===== config.mk =====
export PLATFORM = sky130hd
export DESIGN_NAME = source_token_lexer_unit
export DESIGN_NICKNAME = d
export VERILOG_FILES = /design/src/sv/stl_pkg.sv /design/src/sv/source_token_lexer_unit.sv /design/src/sv/stl_front.sv /design/src/sv/stl_queue.sv /design/src/sv/stl_back.sv
export VERILOG_INCLUDE_DIRS = /design/src /design/src/sv
export SDC_FILE = /design/constraint.sdc
export NUM_CORES = 1
export LEC_CHECK = 0
export ABC_CLOCK_PERIOD_IN_PS = 6200
export BUFFER_PORTS_ARGS = -buffer_cell sky130_fd_sc_hd__clkbuf_2
export CORE_UTILIZATION = 56
export DETAILED_ROUTE_END_ITERATION = 6
export PLACE_DENSITY = 0.72
export SYNTH_ARGS = -nofsm -noshare
export SYNTH_HDL_FRONTEND = slang
export SYNTH_SLANG_ARGS = --single-unit
export TNS_END_PERCENT = 30

===== constraint.sdc =====
create_clock -name aclk -period 6.2 [get_ports aclk]
set_input_delay 1.24 -clock aclk [delete_from_list [all_inputs] [get_ports aclk]]
set_output_delay 1.24 -clock aclk [all_outputs]
set_load 0.03 [all_outputs]

===== src/sv/assert_macros.svh =====
// Assertion helpers shared by the lexer modules.
`ifndef ASSERT_MACROS_SVH
`define ASSERT_MACROS_SVH

// Same-cycle implication, checked outside reset.
`define ASSERT_IMPLIES(label, clk, rstn, ante, cons) \
    label: assert property (@(posedge clk) disable iff (!(rstn)) (ante) |-> (cons)) \
        else $error("assertion failed: same-cycle implication");

// Next-cycle implication, checked outside reset.
`define ASSERT_NEXT(label, clk, rstn, ante, cons) \
    label: assert property (@(posedge clk) disable iff (!(rstn)) (ante) |=> (cons)) \
        else $error("assertion failed: next-cycle implication");

`endif


===== src/sv/stl_pkg.sv =====
package stl_pkg;

    typedef enum logic [3:0] {
        KIND_UNKNOWN  = 4'd0,
        KIND_LPAREN   = 4'd1,
        KIND_RPAREN   = 4'd2,
        KIND_SEMI     = 4'd3,
        KIND_COLON    = 4'd4,
        KIND_EXIT     = 4'd5,
        KIND_FN       = 4'd6,
        KIND_INT      = 4'd7,
        KIND_LET      = 4'd8,
        KIND_INTLIT   = 4'd9,
        KIND_FLOATLIT = 4'd10,
        KIND_IDENT    = 4'd11
    } kind_t;

    typedef enum logic [1:0] {
        FAULT_NONE         = 2'd0,
        FAULT_EOF_IN_TOKEN = 2'd1,
        FAULT_BLANK_TOKEN  = 2'd2
    } fault_t;

    localparam logic [7:0] CH_LPAREN = 8'h28;
    localparam logic [7:0] CH_RPAREN = 8'h29;
    localparam logic [7:0] CH_SEMI   = 8'h3B;
    localparam logic [7:0] CH_COLON  = 8'h3A;
    localparam logic [7:0] CH_SPACE  = 8'h20;
    localparam logic [7:0] CH_DOT    = 8'h2E;
    localparam logic [7:0] CH_ZERO   = 8'h30;
    localparam logic [7:0] CH_NINE   = 8'h39;
    localparam logic [7:0] CH_TAB    = 8'h09;
    localparam logic [7:0] CH_LF     = 8'h0A;
    localparam logic [7:0] CH_BS     = 8'h08;
    localparam logic [7:0] CH_FF     = 8'h0C;
    localparam logic [7:0] CH_CR     = 8'h0D;

    localparam logic [31:0] KW_EXIT = 32'h6578_6974;
    localparam logic [31:0] KW_FN   = 32'h0000_666E;
    localparam logic [31:0] KW_INT  = 32'h0069_6E74;
    localparam logic [31:0] KW_LET  = 32'h006C_6574;

    localparam int QUEUE_DEPTH = 4;
    localparam int QUEUE_PTR_W = $clog2(QUEUE_DEPTH);
    localparam int QUEUE_CNT_W = $clog2(QUEUE_DEPTH + 1);

    typedef struct packed {
        kind_t       kind;
        logic [31:0] start;
        logic [7:0]  len;
        fault_t      fault;
    } result_t;

    // One queue entry holds every result caused by one byte.
    typedef struct packed {
        logic    v0;
        result_t r0;
        logic    v1;
        result_t r1;
    } entry_t;

    // Pending-token state, apart from its length counter.
    typedef struct packed {
        logic        pending;
        logic [31:0] start_pos;
        logic [31:0] prefix;
        logic        all_digits;
        logic        dot_seen;
        logic        digits_before_dot;
        logic        digits_after_dot;
        logic        after_dot_all_digits;
        logic        first_is_digit;
        logic        only_blank_ctrl;
    } tok_t;

    localparam tok_t TOK_CLEAR = '{
        pending:              1'b0,
        start_pos:            32'd0,
        prefix:               32'd0,
        all_digits:           1'b1,
        dot_seen:             1'b0,
        digits_before_dot:    1'b0,
        digits_after_dot:     1'b0,
        after_dot_all_digits: 1'b1,
        first_is_digit:       1'b0,
        only_blank_ctrl:      1'b1
    };

    function automatic logic [7:0] sat_len(input logic [15:0] l);
        return (l > 16'd255) ? 8'hFF : l[7:0];
    endfunction

endpackage


===== src/sv/source_token_lexer_unit.sv =====
// Byte-serial source lexer. One source byte is taken per transfer on the s_
// channel, at up to one byte per clock cycle while the queue has room, and
// classified tokens leave on the m_ channel, one result per transfer with
// m_run_end marking the last result caused by a byte. A byte causes zero,
// one or two results, so the result side gives one result per cycle while
// m_ready is high and a byte that closes a token and is a break character
// gives two results; a four-entry queue between the byte classifier and the
// result sequencer absorbs such bursts and lets either side stall without
// stopping the other. Results pass the queue, then the back end's output
// register. Token lengths count up to MAX_TOKEN_LEN and are reported as at
// most 255; after the byte flagged s_is_final all positions restart at zero.
module source_token_lexer_unit import stl_pkg::*; #(
    parameter int MAX_TOKEN_LEN = 255
) (
    input  logic        aclk,
    input  logic        aresetn,
    input  logic        s_valid,
    output logic        s_ready,
    input  logic [7:0]  s_ch,
    input  logic        s_is_final,
    output logic        m_valid,
    input  logic        m_ready,
    output logic [3:0]  m_token_kind,
    output logic [31:0] m_token_start,
    output logic [7:0]  m_token_len,
    output logic [1:0]  m_fault,
    output logic        m_run_end
);

    // Entries written by the classifier and read by the result sequencer.
    logic    q_push, q_ready, q_pop, q_valid;
    entry_t  push_entry, pop_entry;
    result_t res;

    // The front end updates the pending-token flags on every byte transfer and
    // turns each byte that has results into one queue entry holding all of them.
    stl_front #(
        .MAX_TOKEN_LEN(MAX_TOKEN_LEN)
    ) u_front (
        .aclk       (aclk),
        .aresetn    (aresetn),
        .s_valid    (s_valid),
        .s_ready    (s_ready),
        .s_ch       (s_ch),
        .s_is_final (s_is_final),
        .q_ready    (q_ready),
        .q_push     (q_push),
        .q_entry    (push_entry)
    );

    stl_queue u_queue (
        .aclk       (aclk),
        .aresetn    (aresetn),
        .push       (q_push),
        .push_entry (push_entry),
        .push_ready (q_ready),
        .pop        (q_pop),
        .pop_valid  (q_valid),
        .pop_entry  (pop_entry)
    );

    // The back end holds one entry in its output register and plays its
    // results out in order, the closed token before the break token.
    stl_back u_back (
        .aclk    (aclk),
        .aresetn (aresetn),
        .q_valid (q_valid),
        .q_entry (pop_entry),
        .q_pop   (q_pop),
        .m_valid (m_valid),
        .m_ready (m_ready),
        .m_res   (res),
        .m_last  (m_run_end)
    );

    assign m_token_kind  = res.kind;
    assign m_token_start = res.start;
    assign m_token_len   = res.len;
    assign m_fault       = res.fault;

endmodule


===== src/sv/stl_front.sv =====
`include "assert_macros.svh"

module stl_front import stl_pkg::*; #(
    parameter int MAX_TOKEN_LEN = 255
) (
    input  logic       aclk,
    input  logic       aresetn,
    input  logic       s_valid,
    output logic       s_ready,
    input  logic [7:0] s_ch,
    input  logic       s_is_final,
    input  logic       q_ready,
    output logic       q_push,
    output entry_t     q_entry
);

    localparam int LEN_W = $clog2(MAX_TOKEN_LEN + 1);

    tok_t             tok_reg, tok_next;
    logic [LEN_W-1:0] len_reg, len_next;
    logic [31:0]      byte_pos_reg, byte_pos_next;

    logic    accept;
    logic    is_brk, is_space, is_digit, is_blank, first;
    kind_t   brk_kind;
    result_t pend_res;

    assign s_ready = q_ready;
    assign accept  = s_valid && s_ready;

    assign is_space = (s_ch == CH_SPACE);
    assign is_digit = (s_ch >= CH_ZERO) && (s_ch <= CH_NINE);
    assign is_blank = (s_ch == CH_TAB) || (s_ch == CH_LF) || (s_ch == CH_BS)
                   || (s_ch == CH_FF) || (s_ch == CH_CR);
    assign first    = !tok_reg.pending;

    always_comb begin
        unique case (s_ch)
            CH_LPAREN: begin
                is_brk = 1'b1; brk_kind = KIND_LPAREN;
            end
            CH_RPAREN: begin
                is_brk = 1'b1; brk_kind = KIND_RPAREN;
            end
            CH_SEMI: begin
                is_brk = 1'b1; brk_kind = KIND_SEMI;
            end
            CH_COLON: begin
                is_brk = 1'b1; brk_kind = KIND_COLON;
            end
            default: begin
                is_brk = 1'b0; brk_kind = KIND_UNKNOWN;
            end
        endcase
    end

    // Classify the pending token from the flags kept so far.
    always_comb begin
        pend_res.start = tok_reg.start_pos;
        pend_res.len   = sat_len(16'(len_reg));
        pend_res.fault = FAULT_NONE;
        pend_res.kind  = KIND_UNKNOWN;
        if (tok_reg.only_blank_ctrl) begin
            pend_res.fault = FAULT_BLANK_TOKEN;
        end else if (len_reg == LEN_W'(4) && tok_reg.prefix == KW_EXIT) begin
            pend_res.kind = KIND_EXIT;
        end else if (len_reg == LEN_W'(2) && tok_reg.prefix == KW_FN) begin
            pend_res.kind = KIND_FN;
        end else if (len_reg == LEN_W'(3) && tok_reg.prefix == KW_INT) begin
            pend_res.kind = KIND_INT;
        end else if (len_reg == LEN_W'(3) && tok_reg.prefix == KW_LET) begin
            pend_res.kind = KIND_LET;
        end else if (tok_reg.all_digits) begin
            pend_res.kind = KIND_INTLIT;
        end else if (tok_reg.dot_seen && tok_reg.digits_before_dot
                     && tok_reg.digits_after_dot && tok_reg.after_dot_all_digits) begin
            pend_res.kind = KIND_FLOATLIT;
        end else if (!tok_reg.first_is_digit) begin
            pend_res.kind = KIND_IDENT;
        end
    end

    always_comb begin
        tok_next      = tok_reg;
        len_next      = len_reg;
        byte_pos_next = byte_pos_reg;
        q_entry       = '0;
        if (accept) begin
            byte_pos_next = byte_pos_reg + 32'd1;
            if (is_brk || is_space) begin
                if (tok_reg.pending) begin
                    q_entry.v0 = 1'b1;
                    q_entry.r0 = pend_res;
                    tok_next   = TOK_CLEAR;
                    len_next   = '0;
                end
                if (is_brk) begin
                    q_entry.v1 = 1'b1;
                    q_entry.r1 = '{kind: brk_kind, start: byte_pos_reg,
                                   len: 8'd1, fault: FAULT_NONE};
                end
            end else begin
                if (first) begin
                    tok_next.pending        = 1'b1;
                    tok_next.start_pos      = byte_pos_reg;
                    tok_next.first_is_digit = is_digit;
                end
                if (len_reg < LEN_W'(4)) begin
                    tok_next.prefix = {tok_reg.prefix[23:0], s_ch};
                end
                tok_next.only_blank_ctrl = tok_reg.only_blank_ctrl && is_blank;
                if (tok_reg.dot_seen) begin
                    tok_next.digits_after_dot     = 1'b1;
                    tok_next.after_dot_all_digits = tok_reg.after_dot_all_digits
                                                 && is_digit;
                end else if (s_ch == CH_DOT) begin
                    tok_next.dot_seen          = 1'b1;
                    tok_next.digits_before_dot = tok_reg.all_digits && !first;
                end
                tok_next.all_digits = tok_reg.all_digits && is_digit;
                if (len_reg < LEN_W'(MAX_TOKEN_LEN)) begin
                    len_next = len_reg + LEN_W'(1);
                end
                if (s_is_final) begin
                    q_entry.v0 = 1'b1;
                    q_entry.r0 = '{kind: KIND_UNKNOWN, start: tok_next.start_pos,
                                   len: sat_len(16'(len_next)),
                                   fault: FAULT_EOF_IN_TOKEN};
                end
            end
            if (s_is_final) begin
                tok_next      = TOK_CLEAR;
                len_next      = '0;
                byte_pos_next = '0;
            end
        end
    end

    assign q_push = accept && (q_entry.v0 || q_entry.v1);

    always_ff @(posedge aclk) begin
        if (!aresetn) begin
            tok_reg      <= TOK_CLEAR;
            len_reg      <= '0;
            byte_pos_reg <= '0;
        end else begin
            tok_reg      <= tok_next;
            len_reg      <= len_next;
            byte_pos_reg <= byte_pos_next;
        end
    end

    `ASSERT_IMPLIES(a_pending_has_len, aclk, aresetn, tok_reg.pending, len_reg != '0)
    `ASSERT_NEXT(a_final_clears, aclk, aresetn, accept && s_is_final,
                 byte_pos_reg == '0 && !tok_reg.pending)

endmodule


===== src/sv/stl_queue.sv =====
`include "assert_macros.svh"

module stl_queue import stl_pkg::*; (
    input  logic   aclk,
    input  logic   aresetn,
    input  logic   push,
    input  entry_t push_entry,
    output logic   push_ready,
    input  logic   pop,
    output logic   pop_valid,
    output entry_t pop_entry
);

    entry_t                 mem [QUEUE_DEPTH];
    logic [QUEUE_PTR_W-1:0] wr_ptr_reg, wr_ptr_next;
    logic [QUEUE_PTR_W-1:0] rd_ptr_reg, rd_ptr_next;
    logic [QUEUE_CNT_W-1:0] count_reg, count_next;

    assign push_ready = (count_reg != QUEUE_CNT_W'(QUEUE_DEPTH));
    assign pop_valid  = (count_reg != '0);
    assign pop_entry  = mem[rd_ptr_reg];

    always_comb begin
        wr_ptr_next = push ? wr_ptr_reg + QUEUE_PTR_W'(1) : wr_ptr_reg;
        rd_ptr_next = pop  ? rd_ptr_reg + QUEUE_PTR_W'(1) : rd_ptr_reg;
        count_next  = count_reg;
        if (push && !pop) begin
            count_next = count_reg + QUEUE_CNT_W'(1);
        end else if (pop && !push) begin
            count_next = count_reg - QUEUE_CNT_W'(1);
        end
    end

    always_ff @(posedge aclk) begin
        if (push) begin
            mem[wr_ptr_reg] <= push_entry;
        end
    end

    always_ff @(posedge aclk) begin
        if (!aresetn) begin
            wr_ptr_reg <= '0;
            rd_ptr_reg <= '0;
            count_reg  <= '0;
        end else begin
            wr_ptr_reg <= wr_ptr_next;
            rd_ptr_reg <= rd_ptr_next;
            count_reg  <= count_next;
        end
    end

    `ASSERT_IMPLIES(a_no_overflow, aclk, aresetn, push, push_ready)
    `ASSERT_IMPLIES(a_no_underflow, aclk, aresetn, pop, pop_valid)

endmodule


===== src/sv/stl_back.sv =====
`include "assert_macros.svh"

module stl_back import stl_pkg::*; (
    input  logic    aclk,
    input  logic    aresetn,
    input  logic    q_valid,
    input  entry_t  q_entry,
    output logic    q_pop,
    output logic    m_valid,
    input  logic    m_ready,
    output result_t m_res,
    output logic    m_last
);

    entry_t cur_reg, cur_next;
    logic   has_reg, has_next;
    logic   sel_reg, sel_next;
    logic   done, load;

    assign m_valid = has_reg;
    assign m_res   = sel_reg ? cur_reg.r1 : cur_reg.r0;
    assign m_last  = sel_reg || !cur_reg.v1;
    assign done    = m_valid && m_ready && m_last;
    assign load    = !has_reg || done;
    assign q_pop   = q_valid && load;

    always_comb begin
        cur_next = cur_reg;
        has_next = has_reg;
        sel_next = sel_reg;
        if (load) begin
            has_next = q_valid;
            if (q_valid) begin
                cur_next = q_entry;
                sel_next = !q_entry.v0;
            end
        end else if (m_valid && m_ready) begin
            sel_next = 1'b1;
        end
    end

    always_ff @(posedge aclk) begin
        cur_reg <= cur_next;
    end

    always_ff @(posedge aclk) begin
        if (!aresetn) begin
            has_reg <= 1'b0;
            sel_reg <= 1'b0;
        end else begin
            has_reg <= has_next;
            sel_reg <= sel_next;
        end
    end

    `ASSERT_IMPLIES(a_slot_valid, aclk, aresetn, has_reg,
                    (sel_reg && cur_reg.v1) || (!sel_reg && cur_reg.v0))

endmodule

## Word-level counts from Yosys, hierarchy flattened

Memory sizes are Yosys's and may differ from the RTL's. A register that Yosys moved wholly into a read port is not among the register bits.
Index checks and enable logic that the tools add are counted.

| word-level totals | value |
|---|---|
| register bits after elaboration | 214 |
| memory bits (writable) | 376 |
| input port bits | 13 |
| output and inout bits | 49 |
| word-level logic and storage cells | 147 |
| memories | 1 |

Memory list:

| name | depth | width | read ports | clocked after Yosys merged registers in | wr ports | RTL line | source |
|---|---|---|---|---|---|---|---|
| u_queue.mem | 4 | 94 | 1 | 1 | 1 | stl_queue.sv:14 | `entry_t mem [QUEUE_DEPTH];` |

| operators by class | value |
|---|---|
| $add $sub $neg | 6 |
| order comparisons | 4 |
| equality and inequality tests | 23 |
| muxes and demuxes | 41 |
| reduce and logical (&&, ||, !) cells | 46 |

Operator list:

| kind | count |
|---|---|
| $mux W47 | 5 |
| $mux W72 | 2 |
| $mux W32 | 3 |
| $mux W94 | 1 |
| $mux W71 | 1 |
| $eq A32 B23 Y1 const B | 2 |
| $eq A8 B6 Y1 const B | 6 |
| $mux W46 | 1 |
| $eq A8 B4 Y1 const B | 5 |
| $add A32 B1 Y32 const B | 1 |
| $eq A32 B15 Y1 const B | 1 |
| $eq A32 B31 Y1 const B | 1 |
| $mux W4 | 8 |
| $mux W8 | 4 |
| $logic_and A1 B1 Y1 | 19 |
| $eq A8 B2 Y1 const B | 2 |
| $mux W2 | 6 |
| $pmux W3 S4 | 1 |
| $reduce_bool A3 Y1 | 4 |
| $ne A3 B3 Y1 const B | 3 |
| $reduce_and A3 Y1 | 3 |
| $add A8 B1 Y8 const B | 1 |
| $eq A8 B3 Y1 const B | 1 |
| $ge A8 B6 Y1 const B | 1 |
| 16 further kinds | 38 |

## Logic depth before layout (Yosys ltp)

| logic depth | value |
|---|---|
| word-level depth | 19 |
| mapped depth | 12 |
| gate-level depth less buffers | 11 |

## By module

From an unflattened synthesis, not the netlist that was laid out.

| second synthesis, totals | value |
|---|---|
| cell total of the unflattened synthesis | 1437 |
| area total of the unflattened synthesis | 23582.6 µm² |

Modules (own cells, without submodules):

| module | instances | cells an instance | area an instance (µm²) | sequential area each (µm²) |
|---|---|---|---|---|
| stl_queue | 1 | 535 | 14074.7 | 11471.0 |
| stl_front | 1 | 747 | 5967.0 | 2242.2 |
| stl_back | 1 | 155 | 3540.9 | 2832.7 |

## Worst setup path after synthesis

Ideal clock, no wire load.

| timing path | value |
|---|---|
| kind | input -> register |
| from | in s_ch[6] |
| to | mem u_queue.mem[0][10] (netlist bit), enable pin |
| library setup time | 0.535 ns |
| arrival | 5.886 ns |
| data required time | 5.665 ns |
| setup slack | -0.222 ns |
| stages | 6 |
| path buffers | 1 |
| cells stage by stage | and4bb_2 -> and3_1 -> buf_12 -> nor3_2 -> a311oi_4 -> nor2b_1 |

| on the way | value |
|---|---|
| word-level cells in the longest chain between the ends | 10 |
| elaborated cells between the ends (all ways) | 16 |
| classes of those cells | eq/ne (5); mux (7); reduce/logical (4) |

Ends and longest elaborated chain:

| item | RTL line | source |
|---|---|---|
| start, declared | source_token_lexer_unit.sv:19 | `input logic [7:0] s_ch,` |
| $eq A8 B6 Y1 | stl_front.sv:38 | `unique case (s_ch)` |
| $reduce_or A4 Y1 (no source line) | - |  |
| $mux W1 | stl_front.sv:38 |  |
| $mux W47 or $logic_or A1 B1 Y1 (tied branches) | stl_front.sv:97, stl_front.sv:90 |  |
| $mux W47 | stl_front.sv:90 | `if (is_brk \|\| is_space) begin` |
| $mux W94 * | stl_front.sv:88 | `if (accept) begin` |
| $logic_or A1 B1 Y1 * | stl_front.sv:139 | `assign q_push = accept && (q_entry.v0 \|\| q_entry.v1);` |
| $logic_and A1 B1 Y1 * | stl_front.sv:139 |  |
| $mux W1 * | stl_queue.sv:35 | `if (push) begin` |
| $mux W1 (implied by the code) * | stl_queue.sv:36 | `mem[wr_ptr_reg] <= push_entry;` |
| end, declared | stl_queue.sv:14 |  |

Mark *: on every way between the ends. The rest lies on a longest branch, timed or not.

## Worst setup path in the final report

| timing path | value |
|---|---|
| from | in s_ch[1] |
| to | mem u_queue.mem[1][34] (netlist bit), enable pin |

Same word-level chain as after synthesis.

==> results by group <==
Yosys
  • Share of the synthesized area in the top cell type: 58.4%
  • Syn nets: 1328
  • EDFF count, synth: 414
  • Number of library cell types mapped by synthesis: 79
  • Yosys top cell by area: edfxtp_1
  • Async set-or-reset flop fraction in the synthesized netlist: 0%
  • Sequential area share after synthesis: 69.9%
  • Avg Cell Area, Syn: 16.3 µm²
  • Flops & latches, synth: 537
  • Top cells by count, synth: edfxtp_1 (414), dfxtp_1 (123), mux4_2 (83)
  • Total number of yosys warnings: 0
  • Cell area after synthesis: 0.0213 mm²
  • Most common cell in the netlist: edfxtp_1
  • Synth area leaders: edfxtp_1 (58%), dfxtp_1 (12%), mux4_2 (8.8%)
  • Syn Inst Count: 1305
  • Ys flop type: edfxtp_1

Floorplan
  • Placeable Area: 0.0376 mm²
  • # rows: 71
  • I/O pin total: 62
  • DIE WIDTH: 197 µm
  • Initial core utilization: 56.7%
  • Die height: 197 µm
  • Die Area: 0.0388 mm²

Detailed routing
  • Vias/cell: 5.94
  • DR WL/cell: 21.4 µm
  • Routed Antenna Nets: 0
  • DR iter-0 viols: 920
  • Final WL: 41100 µm
  • Remaining DRCs: 0
  • Pre-antenna DRT Iters: 6
  • Via Count: 11380

Critical path
  • Crit-path max FO: 37
  • Critical Path End Type: register
  • Crit path kind: in -> reg
  • CP Data Required Time: 6.46 ns
  • CP Launch Type: primary input
  • Crit path max-delay cell type: nor2b_4
  • Crit path DAT: 4.16 ns
  • CP peak stage delay: 0.81 ns
  • Critical-path cell list: clkbuf_2 > and4bb_2 > and3_1 > nor3_2 > a311oi_4 > nor2b_4 > buf_12

STA
  • Fin crit share: 62.9%
  • RSZ-0062 raised after global routing: no
  • Actual slew at the worst max-slew pin: 1.04 ns
  • Final min period: 3.90 ns
  • Fin Clk Skew: 0.0102 ns
  • Max frequency: 0.256 GHz
  • Pins over their slew limit: 0
  • Hold WS: 0.449 ns
  • Final Hold Fails: 0
  • Setup Viol. Count Final: 0
  • Slew HR: 31.0%

Global route
  • Vias in the first global route: 11568
  • Antenna violations before repair: 0
  • First-pass GRT wire length: 64700 µm
  • GRT Total Usage: 22.0%
  • Largest net degree at the start of global routing: 84
  • Final global-route overflow total: 0

Clocking
  • Clock root buffer: clkbuf_16
  • TritonCTS buffer count: 52
  • Clock transition at the registers of the reported paths: 0.06 ns
  • CTS sink cnt: 537
  • Post-CTS setup buffer count: 0
  • Skew-Pair Late Insertion Delay: 0.58 ns
  • # resized after CTS: 0
  • Cts hold-fix bufs: 0
  • Max clock buf depth: 3
  • CTS tree: yes
  • # H-tree levels: 2

Run status
  • Status: finished clean

Power and ir drop
  • IR drop worst, VDD: 0.450 mV
  • Reg power frac: 47.6%
  • Cell Int Power: 6.96 mW
  • Switching share of total power: 28.1%
  • Pleak: 7.55 nW
  • Clock power frac: 31.3%
  • Power, Total: 9.69 mW
  • Net switching power figure: 2.72 mW
  • Pwr/cell area: 407 mW/mm²
  • Comb power frac: 21.1%

Placed design
  • Placed Cells: 1822
  • Global placement routability congestion: 0.892
  • Detailed placer's ending HPWL: 23900 µm
  • I/O Buffers: 61

Min path
  • HP Class: reg -> reg

Final layout
  • Fin util: 63.3%
  • Max FFs per register: 332
  • P&R area growth vs syn: 11.7%
  • Diodes inserted: 0
  • Layout Nets: 1388
  • Non-filler instance count after layout: 1917
  • Layout cell share with drive strength beyond 1: 21.3%

Job
  • Max Cap Violations: 0
==> metrics by stage <==
stage	setup TNS (ns)	setup slack [ns]	area, µm²
detailed placement	0	1.65	22100
CTS	0	2.28	23800
floorplan	-73.54	-0.222	21300
finish	0	2.30	23800
global placement	0	1.73	22100
global route	0	2.16	23800
==> worst max-delay path, delay by kind of cell <==
| family | cells | cell delay [ns] |
|---|---|---|
| AND/OR/NAND/NOR | 4 | 2.15 |
| AO/OA/AOI/OAI | 1 | 0.25 |
| buffers and inverters | 2 | 0.48 |
==> final timing paths <==
kind,slack (ns),cells past startpoint,from,endpoint
max,2.30,7,s_ch[1],u_queue.mem[1][34]
min,0.45,2,u_front.tok_reg[2],u_front.tok_reg[2]
max reg2reg,2.73,9,u_queue.count_reg[0],u_queue.count_reg[1]
min reg2reg,0.45,2,u_front.tok_reg[2],u_front.tok_reg[2]
==> layer usage <==
metal | up-vias | share of wire (%) | global-route usage, %
met5 | - | 0 | 0
met4 | 0 | 2.4 | 7.49
met3 | 71 | 5.0 | 3.58
met2 | 284 | 49 | 35.9
met1 | 5803 | 44 | 30.3
li1 | 5222 | - | -
==> layout make-up <==
cell class | instances | area [µm²]
fillers | 2672 | 13800
well taps | 511 | 639
clock inverters | 23 | 208
multi-input cells | 669 | 5970
inverters | 25 | 95.1
clock buffers | 72 | 1430
repair buffers | 80 | 536
flip-flops and latches | 537 | 14900
==> placed cells by master, fill, tap and decap left out, types with 8 or more instances in the layout <==
cell type / synthesis / layout
clkbuf_1: 38 / 16
nor4_1: 15 / 15
nor3_1: 24 / 24
mux2_2: 36 / 36
nor2b_1: 17 / 13
nand4_1: 17 / 17
o2bb2ai_1: 15 / 15
a21oi_1: 29 / 28
ha_1: 9 / 9
inv_1: 24 / 23
and2_1: 36 / 36
nor2_1: 74 / 74
xnor2_1: 20 / 20
clkbuf_2: 0 / 61
dfxtp_1: 123 / 119
buf_4: 3 / 12
o21ai_0: 19 / 19
a22o_1: 34 / 34
a32o_1: 15 / 15
clkinv_1: 0 / 10
clkbuf_16: 0 / 53
edfxtp_1: 414 / 414
nand2_1: 60 / 60
mux4_2: 83 / 83
mux2i_1: 36 / 36
nand3_1: 26 / 26
clkinv_2: 0 / 8
==> power groups by stage <==
stage	combinational [mW]	clock, mW	sequential, mW
2_1_floorplan	1.57	0	4.62
3_3_place_gp	2.06	0	4.67
3_5_place_dp	2.08	0	4.69
4_1_cts	2.09	3.10	4.62
5_1_grt	2.19	3.23	4.65
6_report	2.05	3.03	4.61
==> cell families (layout without fill, tap and decap cells) <==
logic type	after synthesis	count (layout)	synth area share, %
compound gates	153	153	5.65
mux	155	155	12.4
simple gates	324	324	8.08
xor+xnor	27	27	1.11
flops	537	537	69.9
buf+inv	99	200	2.22
fa+ha+maj	10	10	0.623
Note: power is estimated with default switching activity, not from simulation.
